--- src/rtl/core/sph_pkg.sv ---
// ---------------------------------------------------------------------------
// sph_pkg: shared types and constants for the sphere point generator
// Word format handed along the cell chain, CORDIC and square root constants.
// ---------------------------------------------------------------------------
`timescale 1ns / 1ps

package sph_pkg;

  // number of square root digit steps (one result bit each)
  localparam int SQRT_STEPS = 16;

  // largest number of CORDIC micro-rotations with a table entry
  localparam int ATAN_ENTRIES = 24;

  // inverse CORDIC gain in Q30
  localparam logic signed [31:0] INV_GAIN_Q30 = 32'sd652032874;

  // 1.0 in Q1.30
  localparam logic [30:0] ONE_Q30 = 31'h4000_0000;

  // eighth turn offset for rounding to the nearest quadrant
  localparam logic [32:0] EIGHTH_TURN = 33'h0_2000_0000;

  // vector length after reset, sqrt(3)/2 in Q0.15
  localparam logic [14:0] LEN_RESET = 15'd28378;

  // Q15 saturation bound of the square root
  localparam logic [14:0] Q15_MAX = 15'h7FFF;

  // arctangent of 2^-i in units of 2^-32 turn
  localparam logic signed [31:0] ATAN_TURNS [ATAN_ENTRIES] = '{
    32'sd536870912, 32'sd316933406, 32'sd167458907, 32'sd85004756,
    32'sd42667331,  32'sd21354465,  32'sd10679838,  32'sd5340245,
    32'sd2670163,   32'sd1335087,   32'sd667544,    32'sd333772,
    32'sd166886,    32'sd83443,     32'sd41722,     32'sd20861,
    32'sd10430,     32'sd5215,      32'sd2608,      32'sd1304,
    32'sd652,       32'sd326,       32'sd163,       32'sd81
  };

  // word handed from cell to cell
  typedef struct packed {
    logic [1:0]         quad;     // quadrant folded off the phase
    logic signed [31:0] cx;       // CORDIC x, Q30
    logic signed [31:0] cy;       // CORDIC y, Q30
    logic signed [31:0] ang;      // residual angle, 2^-32 turn
    logic [30:0]        rem;      // square root remainder
    logic [31:0]        root;     // square root partial result
    logic signed [15:0] cos_p;    // polar cosine, Q1.15
  } sph_word_t;

endpackage

--- src/rtl/core/sph_cell.sv ---
// ---------------------------------------------------------------------------
// sph_cell: one cell of the processing chain
// Does one CORDIC micro-rotation and one square root digit step, each only
// where its index is within that algorithm's step count.
// ---------------------------------------------------------------------------
`timescale 1ns / 1ps

module sph_cell
  import sph_pkg::*;
#(
  parameter int IDX           = 0,
  parameter int CORDIC_STAGES = 16
) (
  input  logic      clk,
  input  logic      rst_n,
  input  logic      in_valid,
  output logic      in_ready,
  input  sph_word_t in_word,
  output logic      out_valid,
  input  logic      out_ready,
  output sph_word_t out_word
);

  localparam int SQ_SH = (IDX < SQRT_STEPS) ? 30 - 2 * IDX : 0;
  localparam logic [32:0] SQ_BIT = 33'd1 << SQ_SH;

  logic      valid_r;
  sph_word_t word_r;
  sph_word_t word_nxt;
  sph_word_t rot_word;

  // CORDIC micro-rotation
  generate
    if (IDX < CORDIC_STAGES) begin : g_rot
      always_comb begin
        rot_word = in_word;
        if (!in_word.ang[31]) begin
          rot_word.cx  = in_word.cx - (in_word.cy >>> IDX);
          rot_word.cy  = in_word.cy + (in_word.cx >>> IDX);
          rot_word.ang = in_word.ang - ATAN_TURNS[IDX];
        end else begin
          rot_word.cx  = in_word.cx + (in_word.cy >>> IDX);
          rot_word.cy  = in_word.cy - (in_word.cx >>> IDX);
          rot_word.ang = in_word.ang + ATAN_TURNS[IDX];
        end
      end
    end else begin : g_no_rot
      assign rot_word = in_word;
    end
  endgenerate

  // square root digit step
  generate
    if (IDX < SQRT_STEPS) begin : g_sqrt
      logic [32:0] trial;
      always_comb begin
        trial    = {1'b0, in_word.root} + SQ_BIT;
        word_nxt = rot_word;
        if ({2'b00, in_word.rem} >= trial) begin
          word_nxt.rem  = 31'({2'b00, in_word.rem} - trial);
          word_nxt.root = 32'({2'b00, in_word.root[31:1]} + SQ_BIT);
        end else begin
          word_nxt.root = {1'b0, in_word.root[31:1]};
        end
      end
    end else begin : g_no_sqrt
      assign word_nxt = rot_word;
    end
  endgenerate

  assign in_ready = ~valid_r | out_ready;

  // cell register
  always_ff @(posedge clk) begin
    if (!rst_n) begin
      valid_r <= 1'b0;
    end else if (in_ready) begin
      valid_r <= in_valid;
    end
  end

  always_ff @(posedge clk) begin
    if (in_ready && in_valid) begin
      word_r <= word_nxt;
    end
  end

  assign out_valid = valid_r;
  assign out_word  = word_r;

endmodule

--- config.mk ---
export PLATFORM = sky130hd
export DESIGN_NAME = sph_cell
export DESIGN_NICKNAME = d
export VERILOG_FILES = /design/src/rtl/core/sph_pkg.sv /design/src/rtl/core/sph_cell.sv
export SDC_FILE = /design/constraint.sdc
export NUM_CORES = 1
export LEC_CHECK = 0
export BUFFER_PORTS_ARGS = -buffer_cell sky130_fd_sc_hd__buf_4
export CELL_PAD_IN_SITES_DETAIL_PLACEMENT = 1
export CELL_PAD_IN_SITES_GLOBAL_PLACEMENT = 1
export CORE_AREA = 2 2 193 195
export DETAILED_ROUTE_END_ITERATION = 8
export DIE_AREA = 0 0 195 197
export PLACE_DENSITY_LB_ADDON = 0.1
export SYNTH_ARGS = -nofsm -noshare
export SYNTH_HDL_FRONTEND = slang
export SYNTH_SLANG_ARGS = --single-unit
--- constraint.sdc ---
create_clock -name clk -period 4.7 [get_ports clk]
set_input_delay 0 -clock clk [delete_from_list [all_inputs] [get_ports clk]]
set_output_delay 0 -clock clk [all_outputs]
set_load 0.1 [all_outputs]
==> impl_metrics.tcl <==
set metrics [dict create \
    outcome "finished clean" \
    fin_crit_sh 0.7859 \
    fin_ws_ns 1.006 \
    power.net_switching_mw 2.731 \
    vias 12940 \
    max_slew_margin 0.3209 \
    min-delay-path-class "in -> reg" \
    die_h_um 197 \
    startpoint_type "primary input" \
    dieWidth_um 195 \
    netlist_area_mm2 0.01336 \
    path_class "in -> reg" \
    antenna_found_initial 0 \
    crit_arrival_ns 3.86 \
    syn_inst 1429 \
    clock-sinks 177 \
    layout_common_cells "buf_4, edfxtp_1, a21oi_1" \
    p_per_area_mw_per_mm2 336.2 \
    ys_seq_area_frac 0.3972 \
    drc 0 \
    portBuffers 359 \
    r2r_setup_slack_ns 2.56 \
    grt_use_total 0.2707 \
    p_int_mw 3.393 \
    synth.top_cells.by_area "edfxtp_1, ha_1, a21oi_1" \
    fmax_mhz 270.7 \
    synth-main-ff-cell "edfxtp_1" \
    gr-total-overflow 0 \
    cts-buffers-inserted 17 \
    tightest_slew_ns 1.018 \
    clk_pin_slew_ns 0.08 \
    routabilityCongestion 0.9263 \
    grt_max_degree 60 \
    drtPass1Iterations 5 \
    synthArstFlopShare 0 \
    drt_iter0_markers 767 \
    fin_worst_skew_ns 0.01127 \
    row_count 70 \
    ys_ff_latch 177 \
    via_per_inst 5.500 \
    rsz0062_at_grt "no" \
    coreArea_mm2 0.03626 \
    drive_gt1_frac 0.2262 \
    die_area_mm2 0.03842 \
    clkPwrFrac 0.241 \
    final_max_slew_viol_count 0 \
    final_antenna_net_count 0 \
    cts_tree "yes" \
    hpwl_mm 40.07 \
    synth_area_per_cell_um2 9.347 \
    cts_root_buf "clkbuf_16" \
    nets 2182 \
    setup_tns_ns 0 \
    grt_pass1_vias 13290 \
    ir_drop_mv 0.2550 \
    maxCapViolations 0 \
    setup_violations 0 \
    io_pins 360 \
    fin_crit_ns 3.694 \
    p_leak_nw 8.050 \
    grt_pass1_wl_mm 79.63 \
    dp_worst_setup_slack_ns 1.281 \
    start_util 0.3684 \
    power_frac_seq 0.325 \
    netlist.top_cell.by_area "edfxtp_1" \
    synth_edf_count 176 \
    synth_top_area_share 0.3957 \
    totalWireLength_mm 53.06 \
    final_common_cell "buf_4" \
    p_comb_frac 0.434 \
    worstPathRequired_ns 4.86 \
    wl_per_cell_um 22.56 \
    cts_buffer_depth 2 \
    switching_share 0.4459 \
    clk_latency_ns 0.46 \
    endpoint_kind "flop" \
    finalHoldViolations 0 \
    areaGrowthSynthToFinish_pct 36.36 \
    synth.yosys.warnings 0 \
    synthesis.nets 1741 \
    synthDistinctLibCells 84 \
    htree_num_levels 4 \
    worst-path-max-fanout 5 \
]
==> sequential cells by signal, summed over array words and instances (netlist names) <==
name	count
out_valid	1
out_word	176
==> repair_timing <==
item,in CTS,in global routing
endpoints found under the hold margin,116,0
buffers inserted,0,0
hold buffers,117,0
resized for setup,0,0
==> layer usage <==
metal	up-vias	global-route usage	share of wire
met1	6377	0.3177	0.40
met4	0	0.08538	0.026
met2	453	0.5050	0.52
met3	77	0.04158	0.055
li1	6028	-	-
met5	-	0	0
==> layout make-up <==
class / count / area, um^2
inverters: 137 / 514.2
flip-flops and latches: 177 / 5305
well taps: 468 / 585.6
clock inverters: 14 / 157.7
multi-input cells: 1052 / 7259
repair buffers: 485 / 3959
clock buffers: 18 / 429.2
fillers: 4201 / 18050
diodes: 1 / 2.502
==> metrics by stage <==
step           instance area, um^2  hold slack (ns)  power, mW  utilization  cells
4_1_cts                      18210          0.03655      6.120       0.5022   2351
6_report                     18210          0.08167      6.124       0.5023   2352
5_1_grt                      18210          0.09443      6.339       0.5022   2351
3_3_place_gp                 16450           0.1786      4.535       0.4537   2202
2_1_floorplan                13360          0.09887      3.866            -   1429
3_5_place_dp                 16450           0.1794      4.564       0.4537   2202
==> cell usage after synthesis (17+ instances only) <==
| cell | n |
|---|---|
| clkbuf_1 | 35 |
| nor3_1 | 32 |
| nand2_1 | 85 |
| a21o_1 | 47 |
| nand3_1 | 27 |
| nand4_1 | 17 |
| xor2_1 | 22 |
| o21ai_0 | 115 |
| inv_1 | 134 |
| a21oi_1 | 142 |
| nor2b_1 | 17 |
| nor2_1 | 107 |
| xnor2_1 | 59 |
| ha_1 | 126 |
| edfxtp_1 | 176 |
| o21bai_1 | 28 |
==> critical path, stage by stage <==
cell	delay, ns
dlygate4sd3_1	0.54
buf_4	0.15
ha_1	0.19
fa_1	0.42
nand2b_1	0.11
a21oi_1	0.12
o2111a_1	0.31
o31ai_2	0.52
o211ai_2	0.29
a211oi_2	0.39
nor3b_1	0.10
a2111oi_0	0.46
o311ai_0	0.25
==> power by group through the flow <==
stage / registers [mW] / clock network (mW) / logic, mW
floorplan: 3.01 / 0 / 0.856
global placement: 2.02 / 0 / 2.52
detailed placement: 2.02 / 0 / 2.54
CTS: 1.99 / 1.49 / 2.64
global route: 2.00 / 1.55 / 2.79
finish: 1.99 / 1.48 / 2.66
==> kinds of logic (layout without fill, tap and decap cells) <==
kind of cell             Yosys count  in the layout  share of synthesized area
multiplexers                      11             11                   0.009555
XOR/XNOR                          81             81                    0.05311
other                              0              1                          0
buffers and inverters            200            654                    0.05948
adder cells (fa/ha/maj)          131            131                     0.1255
AND/OR/NAND/NOR                  370            370                     0.1363
flip-flops                       177            177                     0.3972
AO/OA/AOI/OAI                    459            459                     0.2188
==> worst paths after layout <==
kind           startpoint       endpoint  cells after the start
min reg2reg     out_valid   out_word[94]                      2
max reg2reg     out_valid   out_word[42]                      3
min          in_word[111]  out_word[143]                      4
max          in_word[143]  out_word[137]                     13
Power figures use the tool's default switching activity.
