[src/rtl/core/sph_pkg.sv]
// ---------------------------------------------------------------------------
// sph_pkg: shared types and constants for the sphere point generator
// Word format handed along the cell chain, CORDIC and square root constants.
// ---------------------------------------------------------------------------
`timescale 1ns / 1ps

package sph_pkg;

  // number of square root digit steps (one result bit each)
  localparam int SQRT_STEPS = 16;

  // largest number of CORDIC micro-rotations with a table entry
  localparam int ATAN_ENTRIES = 24;

  // inverse CORDIC gain in Q30
  localparam logic signed [31:0] INV_GAIN_Q30 = 32'sd652032874;

  // 1.0 in Q1.30
  localparam logic [30:0] ONE_Q30 = 31'h4000_0000;

  // eighth turn offset for rounding to the nearest quadrant
  localparam logic [32:0] EIGHTH_TURN = 33'h0_2000_0000;

  // vector length after reset, sqrt(3)/2 in Q0.15
  localparam logic [14:0] LEN_RESET = 15'd28378;

  // Q15 saturation bound of the square root
  localparam logic [14:0] Q15_MAX = 15'h7FFF;

  // arctangent of 2^-i in units of 2^-32 turn
  localparam logic signed [31:0] ATAN_TURNS [ATAN_ENTRIES] = '{
    32'sd536870912, 32'sd316933406, 32'sd167458907, 32'sd85004756,
    32'sd42667331,  32'sd21354465,  32'sd10679838,  32'sd5340245,
    32'sd2670163,   32'sd1335087,   32'sd667544,    32'sd333772,
    32'sd166886,    32'sd83443,     32'sd41722,     32'sd20861,
    32'sd10430,     32'sd5215,      32'sd2608,      32'sd1304,
    32'sd652,       32'sd326,       32'sd163,       32'sd81
  };

  // word handed from cell to cell
  typedef struct packed {
    logic [1:0]         quad;     // quadrant folded off the phase
    logic signed [31:0] cx;       // CORDIC x, Q30
    logic signed [31:0] cy;       // CORDIC y, Q30
    logic signed [31:0] ang;      // residual angle, 2^-32 turn
    logic [30:0]        rem;      // square root remainder
    logic [31:0]        root;     // square root partial result
    logic signed [15:0] cos_p;    // polar cosine, Q1.15
  } sph_word_t;

endpackage

[src/rtl/core/sph_scale.sv]
// ---------------------------------------------------------------------------
// sph_scale: output scaling stages
// First stage: saturated sine times length, z, quadrant unfold. Second stage:
// amplitude times cosine and sine of the azimuth, rounded and saturated.
// ---------------------------------------------------------------------------
`timescale 1ns / 1ps

module sph_scale
  import sph_pkg::*;
(
  input  logic              clk,
  input  logic              rst_n,
  input  logic [14:0]       len,
  input  logic              in_valid,
  output logic              in_ready,
  input  sph_word_t         in_word,
  output logic              out_valid,
  input  logic              out_ready,
  output logic signed [15:0] comp_x,
  output logic signed [15:0] comp_y,
  output logic signed [15:0] comp_z
);

  // round a Q45 product to Q15 and clamp to 16 bits
  function automatic logic signed [15:0] round_sat(input logic signed [47:0] p);
    logic signed [47:0] r;
    r = (p + 48'sh0000_2000_0000) >>> 30;
    if (r > 48'sd32767) begin
      return 16'sh7FFF;
    end else if (r < -48'sd32768) begin
      return -16'sh8000;
    end
    return r[15:0];
  endfunction

  logic              a_valid_r;
  logic [14:0]       amp_r;
  logic signed [31:0] co_r;
  logic signed [31:0] si_r;
  logic signed [15:0] z_r;

  logic              b_valid_r;
  logic signed [15:0] x_r;
  logic signed [15:0] y_r;
  logic signed [15:0] zo_r;

  logic              a_ready;
  logic              b_ready;
  logic [14:0]       sin_q15;
  logic [29:0]       amp_prod;
  logic [30:0]       amp_rnd;
  logic signed [31:0] z_prod;
  logic signed [31:0] z_rnd;
  logic signed [31:0] co_nxt;
  logic signed [31:0] si_nxt;
  logic signed [47:0] px;
  logic signed [47:0] py;

  // stage A: amplitude, z and quadrant unfold
  always_comb begin
    sin_q15  = (in_word.root > {17'h0, Q15_MAX}) ? Q15_MAX : in_word.root[14:0];
    amp_prod = len * sin_q15;
    amp_rnd  = {1'b0, amp_prod} + 31'h0000_4000;
    z_prod   = $signed({1'b0, len}) * in_word.cos_p;
    z_rnd    = (z_prod + 32'sh0000_4000) >>> 15;
    unique case (in_word.quad)
      2'd0: begin
        co_nxt = in_word.cx;
        si_nxt = in_word.cy;
      end
      2'd1: begin
        co_nxt = -in_word.cy;
        si_nxt = in_word.cx;
      end
      2'd2: begin
        co_nxt = -in_word.cx;
        si_nxt = -in_word.cy;
      end
      default: begin
        co_nxt = in_word.cy;
        si_nxt = -in_word.cx;
      end
    endcase
  end

  // stage B products
  always_comb begin
    px = $signed({1'b0, amp_r}) * co_r;
    py = $signed({1'b0, amp_r}) * si_r;
  end

  assign b_ready  = ~b_valid_r | out_ready;
  assign a_ready  = ~a_valid_r | b_ready;
  assign in_ready = a_ready;

  // stage valids
  always_ff @(posedge clk) begin
    if (!rst_n) begin
      a_valid_r <= 1'b0;
      b_valid_r <= 1'b0;
    end else begin
      if (a_ready) begin
        a_valid_r <= in_valid;
      end
      if (b_ready) begin
        b_valid_r <= a_valid_r;
      end
    end
  end

  // stage payloads
  always_ff @(posedge clk) begin
    if (a_ready && in_valid) begin
      amp_r <= amp_rnd[29:15];
      co_r  <= co_nxt;
      si_r  <= si_nxt;
      z_r   <= z_rnd[15:0];
    end
    if (b_ready && a_valid_r) begin
      x_r  <= round_sat(px);
      y_r  <= round_sat(py);
      zo_r <= z_r;
    end
  end

  assign out_valid = b_valid_r;
  assign comp_x    = x_r;
  assign comp_y    = y_r;
  assign comp_z    = zo_r;

endmodule

[config.mk]
export PLATFORM = sky130hd
export DESIGN_NAME = sph_scale
export DESIGN_NICKNAME = d
export VERILOG_FILES = /design/src/rtl/core/sph_pkg.sv /design/src/rtl/core/sph_scale.sv
export SDC_FILE = /design/constraint.sdc
export NUM_CORES = 2
export LEC_CHECK = 0
export BUFFER_PORTS_ARGS = -buffer_cell sky130_fd_sc_hd__buf_2
export CAP_MARGIN = 40
export CORE_MARGIN = 8
export CORE_UTILIZATION = 66
export DETAILED_ROUTE_END_ITERATION = 6
export GPL_TIMING_DRIVEN = 0
export MAX_ROUTING_LAYER = met4
export PLACE_DENSITY = 0.95
export SYNTH_ARGS = -nofsm -noshare
export SYNTH_HDL_FRONTEND = slang
export SYNTH_SLANG_ARGS = --single-unit
[constraint.sdc]
create_clock -name clk -period 10.2 [get_ports clk]
set_clock_uncertainty 0.2 [all_clocks]
set_input_delay 0.51 -clock clk [delete_from_list [all_inputs] [get_ports clk]]
set_output_delay 0.51 -clock clk [all_outputs]
set_load 0.005 [all_outputs]
==> results.cfg <==
[route]
drt.antenna.violating_nets = 0
drtIter0Drc = 4932
post_drt_wl_per_cell_um = 23.1
routed-via-count = 45000
vias_per_cell = 5.88
detail_route.wirelength_um = 177000
drt_pass1_iterations = 7
drc = 2

[global_routing]
gr-usage-all-layers = 0.393
grt_first_pass_wirelength_um = 275000
grt_antenna_before_repair = 44
first_global_vias = 49100
grt_start_max_net_pins = 73
gr-total-overflow = 0

[worst_setup_path]
path_max_fanout = 10
timing.reg2reg.setup_slack_ns = 0.43
endpoint_kind = flop
endpoint_of_the_worst_register_to_register_path = comp_x[9]
critPathRequiredTime_ns = 10.23
critPathTopFamily = adder cells
worstPathBufferInverterCount = 6
element_type_at_the_critical_path_start = flop
critical_path_class = reg2reg
timing.critical_path.mode_cell = sky130_fd_sc_hd__fa_1
worst_r2r_startpoint = amp_r[1]
rr_worst_depth = 24
arrival_time_at_the_worst_endpoint_ns = 9.80
maximum_single_stage_delay_on_the_critical_path_ns = 0.75
crit_path_top_delay_cell = sky130_fd_sc_hd__fa_1
timing.critical_path.cells = clkbuf_1 -> clkbuf_1 -> nand2_1 -> fa_1 -> fa_1 -> inv_1 -> fa_1 -> fa_1 -> fa_1 -> inv_1 -> fa_1 -> inv_1 -> ha_1 -> a21o_1 -> a21o_1 -> a21oi_1 -> a21boi_0 -> nor4b_2 -> nor2_1 -> and4_1 -> and4b_1 -> a21o_1 -> clkbuf_1 -> o21ai_0

[clock_network]
worst_setup_hold_path_clk_slew_ns = 0.07
post_cts.resized_instances = 0
cts_sinks = 145
post-cts-setup-buffers = 0
clk_latency_ns = 0.50
cts_buffers = 17
htree_num_levels = 4
cts-root-buf = sky130_fd_sc_hd__clkbuf_16
holdBufCountCts = 0
ctsLongestPathBuffers = 2
cts_tree = done

[timing]
timing.final.setup_violations = 0
tns_ns = 0
worst_margin_slew_ns = 0.964
maxSlewViolCount = 0
fmaxAchievable_ghz = 0.102
grt_setup_unrepaired = false
period_share = 0.958
post-route-min-period_ns = 9.77
maxSlewHeadroom = 0.357
hold_viol = 0

[placement]
buffer_ports.inserted = 176
dp_wirelength_um = 149000
routabilityCongestion = 1.02

[final_layout]
final_layout_size_suffix_gt1_frac = 0.0463
area.growth.synth_to_final_pct = 6.30
num-nets-final = 8396

[logic_synthesis]
yosysSeqAreaShare = 0.0766
dominantRegCellSynth = sky130_fd_sc_hd__edfxtp_1
synth-edff-count = 143
synth_warnings = 0
synth.lib_cells_used.distinct = 76
async_flop_share = 0
mappedNetlistArea_um2 = 56600
number_of_nets_in_the_synthesized_netlist = 8166
synth.avg_cell_area_um2 = 9.10
synthesis.instances = 6218
ys_ff_latch = 145

[min_path]
min_from = rst_n
hold-path-cell-count = 2
hold_path_end = out_valid
hold_path.class = in2reg

[status]
failed_checks = DRC
outcome = finished, violations left

[floorplan]
boundaryPins = 246
floorplan.die.height_um = 309
placement_rows = 107
fp.dieArea_um2 = 95400
floorplan.initialDensity = 0.665
die_width_um = 309
core_region_um2 = 85100

[flow_run]
max_cap_viol_count = 0
==> stage by stage <==
stage | std cells | hold WS, ns | instance area, um2 | util | setup WS (ns)
final | 7651 | 0.0319 | 60200 | 0.707 | 0.430
after global routing | 7643 | 0.0202 | 60100 | 0.706 | 0.135
after CTS | 7604 | 0.0165 | 60000 | 0.705 | 0.798
after detailed placement | 7572 | 0.208 | 59400 | 0.698 | 0.834
after global placement | 7538 | 0.205 | 58900 | 0.692 | 0.536
after floorplan | 6218 | 0.200 | 56600 | - | 2.53
==> sequential cells by signal (all words and copies together), names as in the netlist <==
signal	count
z_r	16
amp_r	15
out_valid	1
co_r	32
a_valid_r	1
comp_z	16
comp_y	16
si_r	32
comp_x	16
==> how the worst max path moves through the flow <==
stage	endpoint	start	slack, ns	cells past startpoint
final	comp_x[9]	amp_r[1]	0.43	24
after global routing	comp_x[6]	amp_r[1]	0.14	24
after CTS	comp_x[9]	amp_r[1]	0.80	24
after detailed placement	comp_x[9]	amp_r[1]	0.83	24
after global placement	amp_r[14]	in_word[41]	0.54	30
after floorplan	amp_r[14]	in_word[41]	2.53	29
==> placed cells by master (no fill, tap or decap), drive strengths merged, types with 4 or more instances in the layout <==
cell,instances
a2111oi,5
a211o,6
a211oi,18
a21boi,6
a21o,82
a21oi,134
a221oi,7
a31oi,13
and2,680
and3,12
buf,223
clkbuf,302
clkinvlp,4
diode,46
edfxtp,143
fa,1253
ha,499
inv,1549
mux2i,6
mux4,19
nand2,829
nand2b,37
nand3,19
nand4,32
nor2,114
nor2b,21
nor3,37
nor4,18
o211ai,13
o21a,16
o21ai,90
o21bai,15
o22ai,7
o31ai,13
or3,26
or4,12
xnor2,105
xor2,48
==> worst register-to-register path, stage by stage (launching register included) <==
cell and delay, ns:
sky130_fd_sc_hd__edfxtp_1 0.33, sky130_fd_sc_hd__clkbuf_1 0.69, sky130_fd_sc_hd__clkbuf_1 0.62, sky130_fd_sc_hd__nand2_1 0.30
sky130_fd_sc_hd__fa_1 0.69, sky130_fd_sc_hd__fa_1 0.76, sky130_fd_sc_hd__inv_1 0.24, sky130_fd_sc_hd__fa_1 0.51
sky130_fd_sc_hd__fa_1 0.51, sky130_fd_sc_hd__fa_1 0.51, sky130_fd_sc_hd__inv_1 0.05, sky130_fd_sc_hd__fa_1 0.49
sky130_fd_sc_hd__inv_1 0.05, sky130_fd_sc_hd__ha_1 0.33, sky130_fd_sc_hd__a21o_1 0.18, sky130_fd_sc_hd__a21o_1 0.17
sky130_fd_sc_hd__a21oi_1 0.33, sky130_fd_sc_hd__a21boi_0 0.42, sky130_fd_sc_hd__nor4b_2 0.65, sky130_fd_sc_hd__nor2_1 0.16
sky130_fd_sc_hd__and4_1 0.24, sky130_fd_sc_hd__and4b_1 0.28, sky130_fd_sc_hd__a21o_1 0.32, sky130_fd_sc_hd__clkbuf_1 0.32
sky130_fd_sc_hd__o21ai_0 0.16
==> routing by layer <==
metal | wire, um | up-vias | share of wire | global-route usage
met3 | 24200 | 774 | 0.14 | 0.120
met5 | 0 | - | 0 | -
met2 | 78300 | 2929 | 0.44 | 0.595
met1 | 63100 | 22300 | 0.36 | 0.479
li1 | - | 19000 | - | -
met4 | 11200 | 0 | 0.063 | 0.198
==> cells in the mapped netlist, drive strengths merged (6+ instances only) <==
cell type	count	area share
inv	1545	0.10
fa	1253	0.44
nand2	829	0.055
and2	680	0.075
ha	499	0.11
clkbuf	283	0.019
edfxtp	143	0.076
a21oi	134	0.012
nor2	114	0.0076
xnor2	105	0.016
o21ai	90	0.0080
a21o	82	0.011
xor2	48	0.0074
nand2b	37	0.0041
nor3	37	0.0034
nand4	32	0.0035
or3	26	0.0032
nor2b	21	0.0023
mux4	19	0.0077
nand3	19	0.0017
a211oi	18	0.0024
nor4	18	0.0021
o21a	16	0.0021
o21bai	15	0.0020
a31oi	13	0.0014
o211ai	13	0.0017
o31ai	13	0.0017
and3	12	0.0013
buf	12	0.0012
or4	12	0.0018
a221oi	7	0.0012
o22ai	7	0.00077
a211o	6	0.00093
a21boi	6	0.00080
mux2i	6	0.0011
==> cell families after synthesis <==
group,share of synthesized area
flops,0.0766
compound gates,0.0502
simple gates,0.164
buf+inv,0.123
fa+ha+maj,0.553
mux,0.00935
xor+xnor,0.0237
==> layout make-up <==
cell class,instances,area (um2)
tap,1144,1430
fill,6305,25000
clock buffer,19,443
antenna,46,115
sequential,145,4330
clock inverter,13,175
timing repair buffer,211,1390
inverter,1545,5800
buffer,296,1170
multi-input combinational,4232,45300
Power is left out: the tool's default activity adds up to more than one toggle a clock period on the data nets, which glitch-free logic cannot reach.
